<file path="src/hw/rtl/kmcq_pkg.sv">
// ----------------------------------------------------------------------------
// kmcq_pkg
// shared types and codes for the k-means color quantizer
// ----------------------------------------------------------------------------
package kmcq_pkg;

  localparam logic [1:0] OP_SEED  = 2'd0;
  localparam logic [1:0] OP_PIXEL = 2'd1;
  localparam logic [1:0] OP_END   = 2'd2;

  localparam logic KIND_ASSIGN = 1'b0;
  localparam logic KIND_REPORT = 1'b1;

  localparam int RESULT_LIMIT = 8;

  typedef struct packed {
    logic [1:0] op;
    logic [2:0] slot;
    logic [7:0] red;
    logic [7:0] green;
    logic [7:0] blue;
  } kmcq_in_t;

  typedef struct packed {
    logic       kind;
    logic [2:0] cluster_index;
    logic [7:0] out_red;
    logic [7:0] out_green;
    logic [7:0] out_blue;
    logic       last;
  } kmcq_out_t;

  // controller to datapath commands
  typedef struct packed {
    logic load_item;   // capture input item
    logic seed_wr;     // write seed color
    logic dist_start;  // begin distance on cluster
    logic dist_step;   // one sqrt step
    logic dist_done;   // compare finished distance
    logic accum;       // add pixel to best cluster
    logic div_start;   // begin mean divisions for cluster
    logic div_step;    // one divider step
    logic div_commit;  // write mean to centroid
    logic load_out;    // load output register
    logic clear_sums;  // zero all sums and counts
    logic [3:0] idx;   // cluster under work
    logic out_kind;
    logic out_last;
  } kmcq_cmd_t;

  // datapath to controller status
  typedef struct packed {
    logic [1:0] op;
  } kmcq_sts_t;

endpackage

</file>
<file path="src/hw/rtl/kmeans_color_quantizer.sv">
// ----------------------------------------------------------------------------
// kmeans_color_quantizer
// one k-means pass over streamed rgb pixels with centroid update
// ----------------------------------------------------------------------------
// seed: centroid write. pixel: per active cluster, distance by the 9-step sqrt
// end of pass: per active cluster, mean by the 26-step serial divider
// one item at a time; a waiting result only holds the next output load
// reset: centroids, sums and counts zero, clusters_in_use = 5
module kmeans_color_quantizer
  import kmcq_pkg::*;
#(
  parameter int MAX_CLUSTERS        = 8,
  parameter int MAX_PIXELS_PER_PASS = 262144
) (
  input  logic       clk,
  input  logic       rst_n,
  input  logic       in_valid,
  output logic       in_stall,
  input  kmcq_in_t   in_data,
  output logic       out_valid,
  input  logic       out_stall,
  output kmcq_out_t  out_data,
  input  logic       cfg_valid,
  output logic       cfg_ready,
  input  logic [3:0] cfg_data
);

  kmcq_cmd_t cmd;
  kmcq_sts_t sts;

  kmcq_ctrl #(.MAX_CLUSTERS(MAX_CLUSTERS)) u_ctrl (
    .clk, .rst_n, .in_valid, .in_stall, .out_valid, .out_stall,
    .cfg_valid, .cfg_ready, .cfg_data, .sts, .cmd
  );

  kmcq_datapath #(
    .MAX_CLUSTERS(MAX_CLUSTERS), .MAX_PIXELS_PER_PASS(MAX_PIXELS_PER_PASS)
  ) u_dp (
    .clk, .rst_n, .in_item(in_data), .cmd, .sts, .out_item(out_data)
  );

endmodule

</file>
<file path="src/hw/rtl/kmcq_datapath.sv">
// ----------------------------------------------------------------------------
// kmcq_datapath
// centroid file, accumulators, serial sqrt and serial dividers
// ----------------------------------------------------------------------------
module kmcq_datapath
  import kmcq_pkg::*;
#(
  parameter int MAX_CLUSTERS        = 8,
  parameter int MAX_PIXELS_PER_PASS = 262144
) (
  input  logic      clk,
  input  logic      rst_n,
  input  kmcq_in_t  in_item,
  input  kmcq_cmd_t cmd,
  output kmcq_sts_t sts,
  output kmcq_out_t out_item
);

  localparam int IW = (MAX_CLUSTERS > 1) ? $clog2(MAX_CLUSTERS) : 1;

  logic [23:0] cent_r [MAX_CLUSTERS];
  logic [25:0] rsum_r [MAX_CLUSTERS];
  logic [25:0] gsum_r [MAX_CLUSTERS];
  logic [25:0] bsum_r [MAX_CLUSTERS];
  logic [18:0] cnt_r  [MAX_CLUSTERS];

  kmcq_in_t    item_r;
  logic [IW-1:0] idx;
  logic [IW-1:0] best_r;
  logic [8:0]  bestd_r;
  logic [17:0] rad_r;
  logic [8:0]  root_r;
  logic [9:0]  rem_r;
  logic [3:0]  sq_cnt_r;

  // divider state: three quotients share one count
  logic [25:0] nr_r, ng_r, nb_r;
  logic [18:0] rr_r, rg_r, rb_r;
  logic [25:0] qr_r, qg_r, qb_r;

  assign idx = cmd.idx[IW-1:0];
  assign sts.op = item_r.op;

  // squared distance of the captured pixel to one centroid
  function automatic logic [15:0] sqd(input logic [7:0] a, input logic [7:0] b);
    logic [7:0] d;
    d = (a > b) ? a - b : b - a;
    return 16'(d) * 16'(d);
  endfunction

  logic [17:0] dist_sq;
  always_comb begin
    dist_sq = 18'(sqd(item_r.red, cent_r[idx][23:16]))
            + 18'(sqd(item_r.green, cent_r[idx][15:8]))
            + 18'(sqd(item_r.blue, cent_r[idx][7:0]));
  end

  // restoring sqrt: one result bit a step, nine steps
  logic [11:0] trial;
  logic [11:0] rem_sh;
  always_comb begin
    rem_sh = {rem_r, rad_r[17:16]};
    trial  = {1'b0, root_r, 2'b01};
  end

  // one restoring divide step for one channel
  function automatic logic [44:0] dstep(input logic [18:0] r, input logic [25:0] n,
                                        input logic [18:0] d);
    logic [19:0] s;
    s = {r, n[25]};
    if (s >= {1'b0, d}) return {19'(s - {1'b0, d}), n[24:0], 1'b1};
    return {s[18:0], n[24:0], 1'b0};
  endfunction

  logic [44:0] sr, sg, sb;
  logic [18:0] dv;
  assign dv = cnt_r[idx];
  assign sr = dstep(rr_r, nr_r, dv);
  assign sg = dstep(rg_r, ng_r, dv);
  assign sb = dstep(rb_r, nb_r, dv);

  always_ff @(posedge clk) begin
    if (!rst_n) begin
      for (int i = 0; i < MAX_CLUSTERS; i++) begin
        cent_r[i] <= '0;
        rsum_r[i] <= '0;
        gsum_r[i] <= '0;
        bsum_r[i] <= '0;
        cnt_r[i]  <= '0;
      end
    end else begin
      if (cmd.load_item) item_r <= in_item;
      if (cmd.seed_wr && 32'(item_r.slot) < MAX_CLUSTERS)
        cent_r[IW'(item_r.slot)] <= {item_r.red, item_r.green, item_r.blue};
      // distance
      if (cmd.dist_start) begin
        rad_r    <= dist_sq;
        root_r   <= '0;
        rem_r    <= '0;
        sq_cnt_r <= '0;
      end else if (cmd.dist_step) begin
        rad_r <= {rad_r[15:0], 2'b00};
        if (rem_sh >= trial) begin
          rem_r  <= 10'(rem_sh - trial);
          root_r <= {root_r[7:0], 1'b1};
        end else begin
          rem_r  <= rem_sh[9:0];
          root_r <= {root_r[7:0], 1'b0};
        end
        sq_cnt_r <= sq_cnt_r + 4'd1;
      end
      if (cmd.dist_done && (idx == '0 || root_r < bestd_r)) begin
        best_r  <= idx;
        bestd_r <= root_r;
      end
      if (cmd.accum && 32'(cnt_r[best_r]) < MAX_PIXELS_PER_PASS) begin
        rsum_r[best_r] <= rsum_r[best_r] + 26'(item_r.red);
        gsum_r[best_r] <= gsum_r[best_r] + 26'(item_r.green);
        bsum_r[best_r] <= bsum_r[best_r] + 26'(item_r.blue);
        cnt_r[best_r]  <= cnt_r[best_r] + 19'd1;
      end
      // means
      if (cmd.div_start) begin
        nr_r <= rsum_r[idx]; ng_r <= gsum_r[idx]; nb_r <= bsum_r[idx];
        rr_r <= '0; rg_r <= '0; rb_r <= '0;
      end else if (cmd.div_step) begin
        rr_r <= sr[44:26]; nr_r <= sr[25:0]; qr_r <= {qr_r[24:0], sr[0]};
        rg_r <= sg[44:26]; ng_r <= sg[25:0]; qg_r <= {qg_r[24:0], sg[0]};
        rb_r <= sb[44:26]; nb_r <= sb[25:0]; qb_r <= {qb_r[24:0], sb[0]};
      end
      if (cmd.div_commit && cnt_r[idx] != '0)
        cent_r[idx] <= {qr_r[7:0], qg_r[7:0], qb_r[7:0]};
      if (cmd.clear_sums) begin
        for (int i = 0; i < MAX_CLUSTERS; i++) begin
          rsum_r[i] <= '0; gsum_r[i] <= '0; bsum_r[i] <= '0; cnt_r[i] <= '0;
        end
      end
    end
  end

  // output register
  always_ff @(posedge clk) begin
    if (cmd.load_out) begin
      out_item.kind          <= cmd.out_kind;
      out_item.last          <= cmd.out_last;
      out_item.cluster_index <= (cmd.out_kind == KIND_ASSIGN) ? 3'(best_r) : 3'(idx);
      {out_item.out_red, out_item.out_green, out_item.out_blue} <=
        (cmd.out_kind == KIND_ASSIGN) ? cent_r[best_r] : cent_r[idx];
    end
  end

  // sqrt counter must not run past nine steps
  assert property (@(posedge clk) disable iff (!rst_n)
    cmd.dist_step |-> sq_cnt_r < 4'd9) else $error("sqrt overrun");
  assert property (@(posedge clk) disable iff (!rst_n)
    cmd.accum |-> !cmd.clear_sums) else $error("accumulate during clear");
  assert property (@(posedge clk) disable iff (!rst_n)
    cmd.dist_done |=> bestd_r <= $past(root_r) || $past(idx) != '0)
    else $error("best distance not tracked");

endmodule

</file>
<file path="src/hw/rtl/kmcq_ctrl.sv">
// ----------------------------------------------------------------------------
// kmcq_ctrl
// sequencer for seed, pixel and end-of-pass items
// ----------------------------------------------------------------------------
module kmcq_ctrl
  import kmcq_pkg::*;
#(
  parameter int MAX_CLUSTERS = 8
) (
  input  logic      clk,
  input  logic      rst_n,
  input  logic      in_valid,
  output logic      in_stall,
  output logic      out_valid,
  input  logic      out_stall,
  input  logic      cfg_valid,
  output logic      cfg_ready,
  input  logic [3:0] cfg_data,
  input  kmcq_sts_t sts,
  output kmcq_cmd_t cmd
);

  localparam int LIM = (MAX_CLUSTERS < RESULT_LIMIT) ? MAX_CLUSTERS : RESULT_LIMIT;

  typedef enum logic [2:0] {
    S_IDLE, S_DECODE, S_DIST, S_SQRT, S_ACC, S_DIV, S_EMIT, S_WAIT
  } state_t;

  state_t     state_r, state_nxt;
  logic [3:0] ciu_r, ciu_nxt;
  logic [3:0] n;
  logic [3:0] idx_r, idx_nxt;
  logic [4:0] step_r, step_nxt;
  logic       ov_r, ov_nxt;

  // active cluster count with range clamp
  always_comb begin
    n = ciu_r;
    if (n == 4'd0) n = 4'd1;
    if (32'(n) > LIM) n = 4'(LIM);
  end

  assign in_stall  = (state_r != S_IDLE);
  assign out_valid = ov_r;
  assign cfg_ready = 1'b1;

  always_comb begin
    state_nxt = state_r;
    ciu_nxt   = ciu_r;
    idx_nxt   = idx_r;
    step_nxt  = step_r;
    ov_nxt    = ov_r;
    cmd       = '0;
    cmd.idx   = idx_r;
    if (ov_r && !out_stall) ov_nxt = 1'b0;
    if (cfg_valid) ciu_nxt = cfg_data;
    unique case (state_r)
      S_IDLE: if (in_valid) begin
        cmd.load_item = 1'b1;
        state_nxt = S_DECODE;
      end
      S_DECODE: begin
        idx_nxt = '0;
        unique case (sts.op)
          OP_SEED:  begin cmd.seed_wr = 1'b1; state_nxt = S_IDLE; end
          OP_PIXEL: state_nxt = S_DIST;
          OP_END:   state_nxt = S_DIV;
          default:  state_nxt = S_IDLE;
        endcase
        step_nxt = '0;
      end
      S_DIST: begin
        cmd.dist_start = 1'b1;
        step_nxt = '0;
        state_nxt = S_SQRT;
      end
      S_SQRT: begin
        if (step_r < 5'd9) begin
          cmd.dist_step = 1'b1;
          step_nxt = step_r + 5'd1;
        end else begin
          cmd.dist_done = 1'b1;
          if (idx_r + 4'd1 == n) state_nxt = S_ACC;
          else begin
            idx_nxt = idx_r + 4'd1;
            state_nxt = S_DIST;
          end
        end
      end
      S_ACC: if (!ov_nxt) begin
        cmd.accum = 1'b1;
        cmd.load_out = 1'b1;
        cmd.out_kind = KIND_ASSIGN;
        cmd.out_last = 1'b1;
        ov_nxt = 1'b1;
        state_nxt = S_IDLE;
      end
      S_DIV: begin
        if (step_r == 5'd0) begin
          cmd.div_start = 1'b1;
          step_nxt = 5'd1;
        end else if (step_r <= 5'd26) begin
          cmd.div_step = 1'b1;
          step_nxt = step_r + 5'd1;
        end else begin
          cmd.div_commit = 1'b1;
          state_nxt = S_EMIT;
        end
      end
      S_EMIT: if (!ov_nxt) begin
        cmd.load_out = 1'b1;
        cmd.out_kind = KIND_REPORT;
        cmd.out_last = (idx_r + 4'd1 == n);
        ov_nxt = 1'b1;
        step_nxt = '0;
        if (idx_r + 4'd1 == n) state_nxt = S_WAIT;
        else begin
          idx_nxt = idx_r + 4'd1;
          state_nxt = S_DIV;
        end
      end
      S_WAIT: begin
        cmd.clear_sums = 1'b1;
        state_nxt = S_IDLE;
      end
      default: state_nxt = S_IDLE;
    endcase
  end

  always_ff @(posedge clk) begin
    if (!rst_n) begin
      state_r <= S_IDLE;
      ciu_r   <= 4'd5;
      idx_r   <= '0;
      step_r  <= '0;
      ov_r    <= 1'b0;
    end else begin
      state_r <= state_nxt;
      ciu_r   <= ciu_nxt;
      idx_r   <= idx_nxt;
      step_r  <= step_nxt;
      ov_r    <= ov_nxt;
    end
  end

  assert property (@(posedge clk) disable iff (!rst_n)
    (state_r != S_IDLE) |-> in_stall) else $error("accepted while busy");
  assert property (@(posedge clk) disable iff (!rst_n)
    cmd.load_out |-> !ov_r || !out_stall) else $error("output overwritten");
  assert property (@(posedge clk) disable iff (!rst_n)
    idx_r < n || state_r == S_IDLE || state_r == S_DECODE) else $error("index range");

endmodule

</file>
<file path="config.mk">
export PLATFORM = sky130hd
export DESIGN_NAME = kmeans_color_quantizer
export DESIGN_NICKNAME = d
export VERILOG_FILES = /design/src/hw/rtl/kmcq_pkg.sv /design/src/hw/rtl/kmeans_color_quantizer.sv /design/src/hw/rtl/kmcq_datapath.sv /design/src/hw/rtl/kmcq_ctrl.sv
export SDC_FILE = /design/constraint.sdc
export NUM_CORES = 2
export LEC_CHECK = 0
export BUFFER_PORTS_ARGS = -buffer_cell sky130_fd_sc_hd__buf_2
export CORE_UTILIZATION = 60
export DETAILED_ROUTE_END_ITERATION = 6
export GPL_TIMING_DRIVEN = 0
export MAX_ROUTING_LAYER = met4
export PLACE_DENSITY = 0.76
export RECOVER_POWER = 25
export SETUP_SLACK_MARGIN = 0.4
export SLEW_MARGIN = 0
export SYNTH_ARGS = -nofsm -noshare
export SYNTH_HDL_FRONTEND = slang
export SYNTH_SLANG_ARGS = --single-unit
</file>
<file path="constraint.sdc">
create_clock -name clk -period 14.2 [get_ports clk]
set_clock_uncertainty 0.05 [all_clocks]
set_input_delay 2.84 -clock clk [delete_from_list [all_inputs] [get_ports clk]]
set_output_delay 2.84 -clock clk [all_outputs]
set_load 0.01 [all_outputs]
</file>
==> flow_results.xml <==
<?xml version="1.0" encoding="UTF-8"?>
<metrics>
  <group name="run_status">
    <metric name="status" unit="">complete, but fails checks</metric>
    <metric name="violations_in_the_final_reports" unit="">DRC, capacitance limit, slew limit</metric>
  </group>
  <group name="grt">
    <metric name="grt_first_pass_wirelength" unit="microns">320000</metric>
    <metric name="track_usage" unit="%">36.8</metric>
    <metric name="antenna_found_initial" unit="">11</metric>
    <metric name="grt-busiest-layer" unit="">met2</metric>
    <metric name="global_routing_met3_resource_utilization" unit="%">8.96</metric>
    <metric name="grt.overflow.total" unit="">0</metric>
    <metric name="grt_use_met1" unit="%">44.3</metric>
    <metric name="use_met2" unit="%">56.8</metric>
    <metric name="grt_start_max_net_pins" unit="">49</metric>
    <metric name="grt_pass1_vias" unit="">51433</metric>
  </group>
  <group name="min_path">
    <metric name="min_from" unit="">u_ctrl.idx_r[2]</metric>
    <metric name="worst_hold_path.num_cells" unit="">0</metric>
    <metric name="whs_endpoint" unit="">u_dp.best_r[2]</metric>
    <metric name="hold_path_class" unit="">reg2reg</metric>
  </group>
  <group name="worst_setup_path">
    <metric name="logic_depth_of_the_worst_register_to_register_path" unit="">41</metric>
    <metric name="cp-end-kind" unit="">flip-flop</metric>
    <metric name="worst_ep_arrival_time" unit="ps">13930</metric>
    <metric name="path_max_fanout" unit="">10</metric>
    <metric name="ff2ff_setup_slack" unit="ps">710</metric>
    <metric name="crit_required" unit="ps">14650</metric>
    <metric name="cp_common_cell" unit="">sky130_fd_sc_hd__fa_1</metric>
    <metric name="timing.critical_path.slowest_cell_delay" unit="ps">590</metric>
    <metric name="cpMaxStageDelayCell" unit="">sky130_fd_sc_hd__dfxtp_1</metric>
    <metric name="regToRegEndpoint" unit="">u_dp.rad_r[15]</metric>
    <metric name="critical_path_class" unit="">reg2reg</metric>
    <metric name="critPathLaunchType" unit="">flip-flop</metric>
  </group>
  <group name="timing">
    <metric name="tightestPinTransition" unit="ps">2480</metric>
    <metric name="max_frequency" unit="MHz">74.1</metric>
    <metric name="totalNegativeSetupSlack" unit="ps">0</metric>
    <metric name="final-max-slew-violation-count" unit="">186</metric>
    <metric name="slew_headroom" unit="%">-66.1</metric>
    <metric name="grt_setup_unrepaired" unit="">no</metric>
    <metric name="final_period_minus_worst_setup_slack" unit="ps">13490</metric>
    <metric name="finalSetupViolCount" unit="">0</metric>
    <metric name="post-route-worst-setup-slack" unit="ps">712</metric>
    <metric name="min_period_over_period" unit="%">95.0</metric>
    <metric name="timing_hold_violations_final" unit="">0</metric>
  </group>
  <group name="floorplan">
    <metric name="start_util" unit="%">60.8</metric>
    <metric name="die-area" unit="sq um">124000</metric>
    <metric name="fp.dieH" unit="microns">351</metric>
    <metric name="floorplan.rows" unit="">127</metric>
    <metric name="floorplan.io_pins" unit="">70</metric>
    <metric name="chipWidth" unit="microns">351</metric>
    <metric name="design.core.area" unit="sq um">120000</metric>
  </group>
  <group name="logic_synthesis">
    <metric name="number_of_enable_flip_flop_cells_after_synthesis" unit="">1234</metric>
    <metric name="synthXorXnorAreaFrac" unit="%">2.30</metric>
    <metric name="synth-adder-area-share" unit="%">7.72</metric>
    <metric name="synthArstFlopShare" unit="%">0</metric>
    <metric name="synth.yosys.warnings" unit="">0</metric>
    <metric name="synthesized_flop_and_latch_total" unit="">1257</metric>
    <metric name="synth_top_family_by_area" unit="">multiplexers</metric>
    <metric name="synth_cell_type_count" unit="">100</metric>
    <metric name="net_count_of_the_mapped_netlist" unit="">6163</metric>
    <metric name="synth_seq_area_share" unit="%">51.2</metric>
    <metric name="synth_mux_area_share" unit="%">18.7</metric>
    <metric name="synth_compound_gate_area_share" unit="%">4.80</metric>
    <metric name="synth_area" unit="sq um">73300</metric>
    <metric name="synthFlopType" unit="">sky130_fd_sc_hd__edfxtp_1</metric>
    <metric name="post_synth.cell_area_avg" unit="sq um">12.7</metric>
    <metric name="number_of_instances_in_the_synthesized_netlist" unit="">5750</metric>
    <metric name="yosys.area_share.simple" unit="%">11.3</metric>
  </group>
  <group name="placement">
    <metric name="globalplace.congestion" unit="">0.939</metric>
    <metric name="post-dp-hpwl" unit="microns">150000</metric>
    <metric name="place_ws" unit="ps">-1270</metric>
    <metric name="port_buffers" unit="">66</metric>
  </group>
  <group name="cells_and_area">
    <metric name="finish.net_count" unit="">6398</metric>
    <metric name="flow.area_growth_from_synthesis" unit="%">9.99</metric>
    <metric name="utilization" unit="%">66.9</metric>
    <metric name="drive_gt1_share" unit="%">15.0</metric>
  </group>
  <group name="drt">
    <metric name="detail_route.drc_violations" unit="">1</metric>
    <metric name="wl_per_cell" unit="microns">28.5</metric>
    <metric name="via_count" unit="">51817</metric>
    <metric name="detail-route-antenna-nets" unit="">0</metric>
    <metric name="drt_pass1_iterations" unit="">7</metric>
    <metric name="route.detailed.vias_per_inst" unit="">6.71</metric>
    <metric name="detail_route.wirelength" unit="microns">220000</metric>
    <metric name="dr.first_iter.drc_count" unit="">7415</metric>
  </group>
  <group name="cts">
    <metric name="clock_tree_from_tritoncts" unit="">done</metric>
    <metric name="cts-htree-levels" unit="">4</metric>
    <metric name="root_buffer" unit="">sky130_fd_sc_hd__clkbuf_16</metric>
    <metric name="clock_insertion_delay_worst_skew" unit="ps">790</metric>
    <metric name="tritoncts_num_sinks" unit="">1257</metric>
    <metric name="cts_made_buffers" unit="">135</metric>
    <metric name="cts_buffer_depth" unit="">3</metric>
    <metric name="cts.reportedPaths.clkPinSlew" unit="ps">60</metric>
  </group>
  <group name="run">
    <metric name="maxCapViolCount" unit="">9</metric>
  </group>
</metrics>
[repair_timing]
item / CTS / global route
resized for setup: 40 / 31
endpoints found under the setup margin: 11 / 8
hold buffers: 0 / 0
pin swaps: 2 / 3
setup buffers: 3 / 3
[layout make-up]
| cell class | instances | area, sq um |
|---|---|---|
| antenna | 17 | 42.5 |
| buffer | 322 | 1660 |
| clock buffer | 167 | 3540 |
| clock inverter | 78 | 796 |
| fill | 8606 | 39800 |
| inverter | 339 | 1270 |
| multi-input combinational | 3832 | 33000 |
| sequential | 1257 | 37500 |
| tap | 1612 | 2020 |
| timing repair buffer | 98 | 788 |
[state kept, by name, indices dropped and copies added, names as in the netlist, 9 cells and up, named ones only]
register	count
u_dp.rsum_r	208
u_dp.rad_r	18
u_dp.ng_r	26
u_dp.gsum_r	208
u_dp.rr_r	19
u_dp.bsum_r	208
u_dp.root_r	9
u_dp.nr_r	26
u_dp.rem_r	10
u_dp.nb_r	26
u_dp.rb_r	19
u_dp.rg_r	19
u_dp.item_r	27
u_dp.cent_r	192
u_dp.out_item	29
u_dp.bestd_r	9
u_dp.cnt_r	152
[critical path, delay by kind of cell (launching register included)]
family                     cells  cell delay (ps)
adders and majority gates     11             5120
and+or+nand+nor                8             2090
buffers and inverters          9             2070
AOI/OAI and AO/OA              8             1720
muxes                          2              900
xor gates and xnor gates       3              640
DFF                            1              590
[worst max path at each step]
stage,endpoint,depth (start not counted)
2_1_floorplan,u_dp.rad_r[17],45
3_3_place_gp,u_dp.rad_r[15],41
3_5_place_dp,u_dp.rad_r[15],41
4_1_cts,u_dp.rad_r[15],44
5_1_grt,u_dp.rad_r[15],45
6_report,u_dp.rad_r[15],41
[placed cells by master, fill, tap and decap left out, types with 36 or more instances in the layout]
cell type                   Yosys  final
sky130_fd_sc_hd__xor2_1        73     72
sky130_fd_sc_hd__nor2b_1       40     40
sky130_fd_sc_hd__buf_2         55     66
sky130_fd_sc_hd__mux4_2       456    456
sky130_fd_sc_hd__nor3_1        57     56
sky130_fd_sc_hd__mux2i_1      220    219
sky130_fd_sc_hd__nand3_1       58     60
sky130_fd_sc_hd__a21o_1        43     43
sky130_fd_sc_hd__a21oi_1      137    137
sky130_fd_sc_hd__o21ai_0      171    170
sky130_fd_sc_hd__nor2_1      1209   1208
sky130_fd_sc_hd__fa_1         129    129
sky130_fd_sc_hd__a31oi_1       45     45
sky130_fd_sc_hd__clkbuf_1     187    268
sky130_fd_sc_hd__clkinv_1       3     36
sky130_fd_sc_hd__clkbuf_16      0    135
sky130_fd_sc_hd__edfxtp_1    1234   1234
sky130_fd_sc_hd__mux2_2        39     38
sky130_fd_sc_hd__nand2_1      412    400
sky130_fd_sc_hd__ha_1         246    246
sky130_fd_sc_hd__inv_1        336    336
sky130_fd_sc_hd__xnor2_1       93     90
[Yosys cell counts (17+ instances only)]
master | count | area, sq um
sky130_fd_sc_hd__or2_2 | 21 | 131
sky130_fd_sc_hd__and3_1 | 24 | 150
sky130_fd_sc_hd__inv_1 | 336 | 1260
sky130_fd_sc_hd__mux2_2 | 39 | 439
sky130_fd_sc_hd__xnor2_1 | 93 | 815
sky130_fd_sc_hd__a21oi_1 | 137 | 686
sky130_fd_sc_hd__nand3_1 | 58 | 290
sky130_fd_sc_hd__mux4_1 | 27 | 709
sky130_fd_sc_hd__fa_1 | 129 | 2580
sky130_fd_sc_hd__clkbuf_1 | 187 | 702
sky130_fd_sc_hd__nand2b_1 | 22 | 138
sky130_fd_sc_hd__buf_2 | 55 | 275
sky130_fd_sc_hd__or3_1 | 25 | 156
sky130_fd_sc_hd__nor2b_1 | 40 | 250
sky130_fd_sc_hd__and2_1 | 20 | 125
sky130_fd_sc_hd__a211oi_1 | 17 | 128
sky130_fd_sc_hd__buf_1 | 38 | 143
sky130_fd_sc_hd__o21ai_0 | 171 | 856
sky130_fd_sc_hd__mux4_2 | 456 | 10300
sky130_fd_sc_hd__ha_1 | 246 | 3080
sky130_fd_sc_hd__mux2i_1 | 220 | 2200
sky130_fd_sc_hd__dfxtp_1 | 23 | 460
sky130_fd_sc_hd__buf_6 | 18 | 203
sky130_fd_sc_hd__nor2_1 | 1209 | 4540
sky130_fd_sc_hd__nand2_1 | 412 | 1550
sky130_fd_sc_hd__nor3_1 | 57 | 285
sky130_fd_sc_hd__xor2_1 | 73 | 639
sky130_fd_sc_hd__a21o_1 | 43 | 323
sky130_fd_sc_hd__a31oi_1 | 45 | 282
sky130_fd_sc_hd__edfxtp_1 | 1234 | 37100
sky130_fd_sc_hd__nand4_1 | 25 | 156
[per-stage QoR]
stage	hold WS, ps	cells	instance area [sq um]
final	397	7722	80600
after global routing	410	7715	80600
after CTS	396	7702	80800
after detailed placement	383	7454	76300
after global placement	362	7428	75600
after floorplan	356	5750	73300
[cell families after synthesis]
logic type,Yosys count
simple gates,1974
mux,747
buf+inv,661
xor+xnor,180
compound gates,555
other cells,1
fa+ha+maj,375
flops,1257
[layer usage]
layer | part of all wire (%) | up-vias | wire length (microns)
met3 | 13 | 852 | 29400
met2 | 46 | 3950 | 101000
met5 | 0 | - | 0
li1 | - | 21628 | -
met4 | 6.9 | 0 | 15200
met1 | 34 | 25387 | 74000
Power is not shown: default switching activity piles up to over one toggle a cycle in this logic, so the estimate is an artifact.
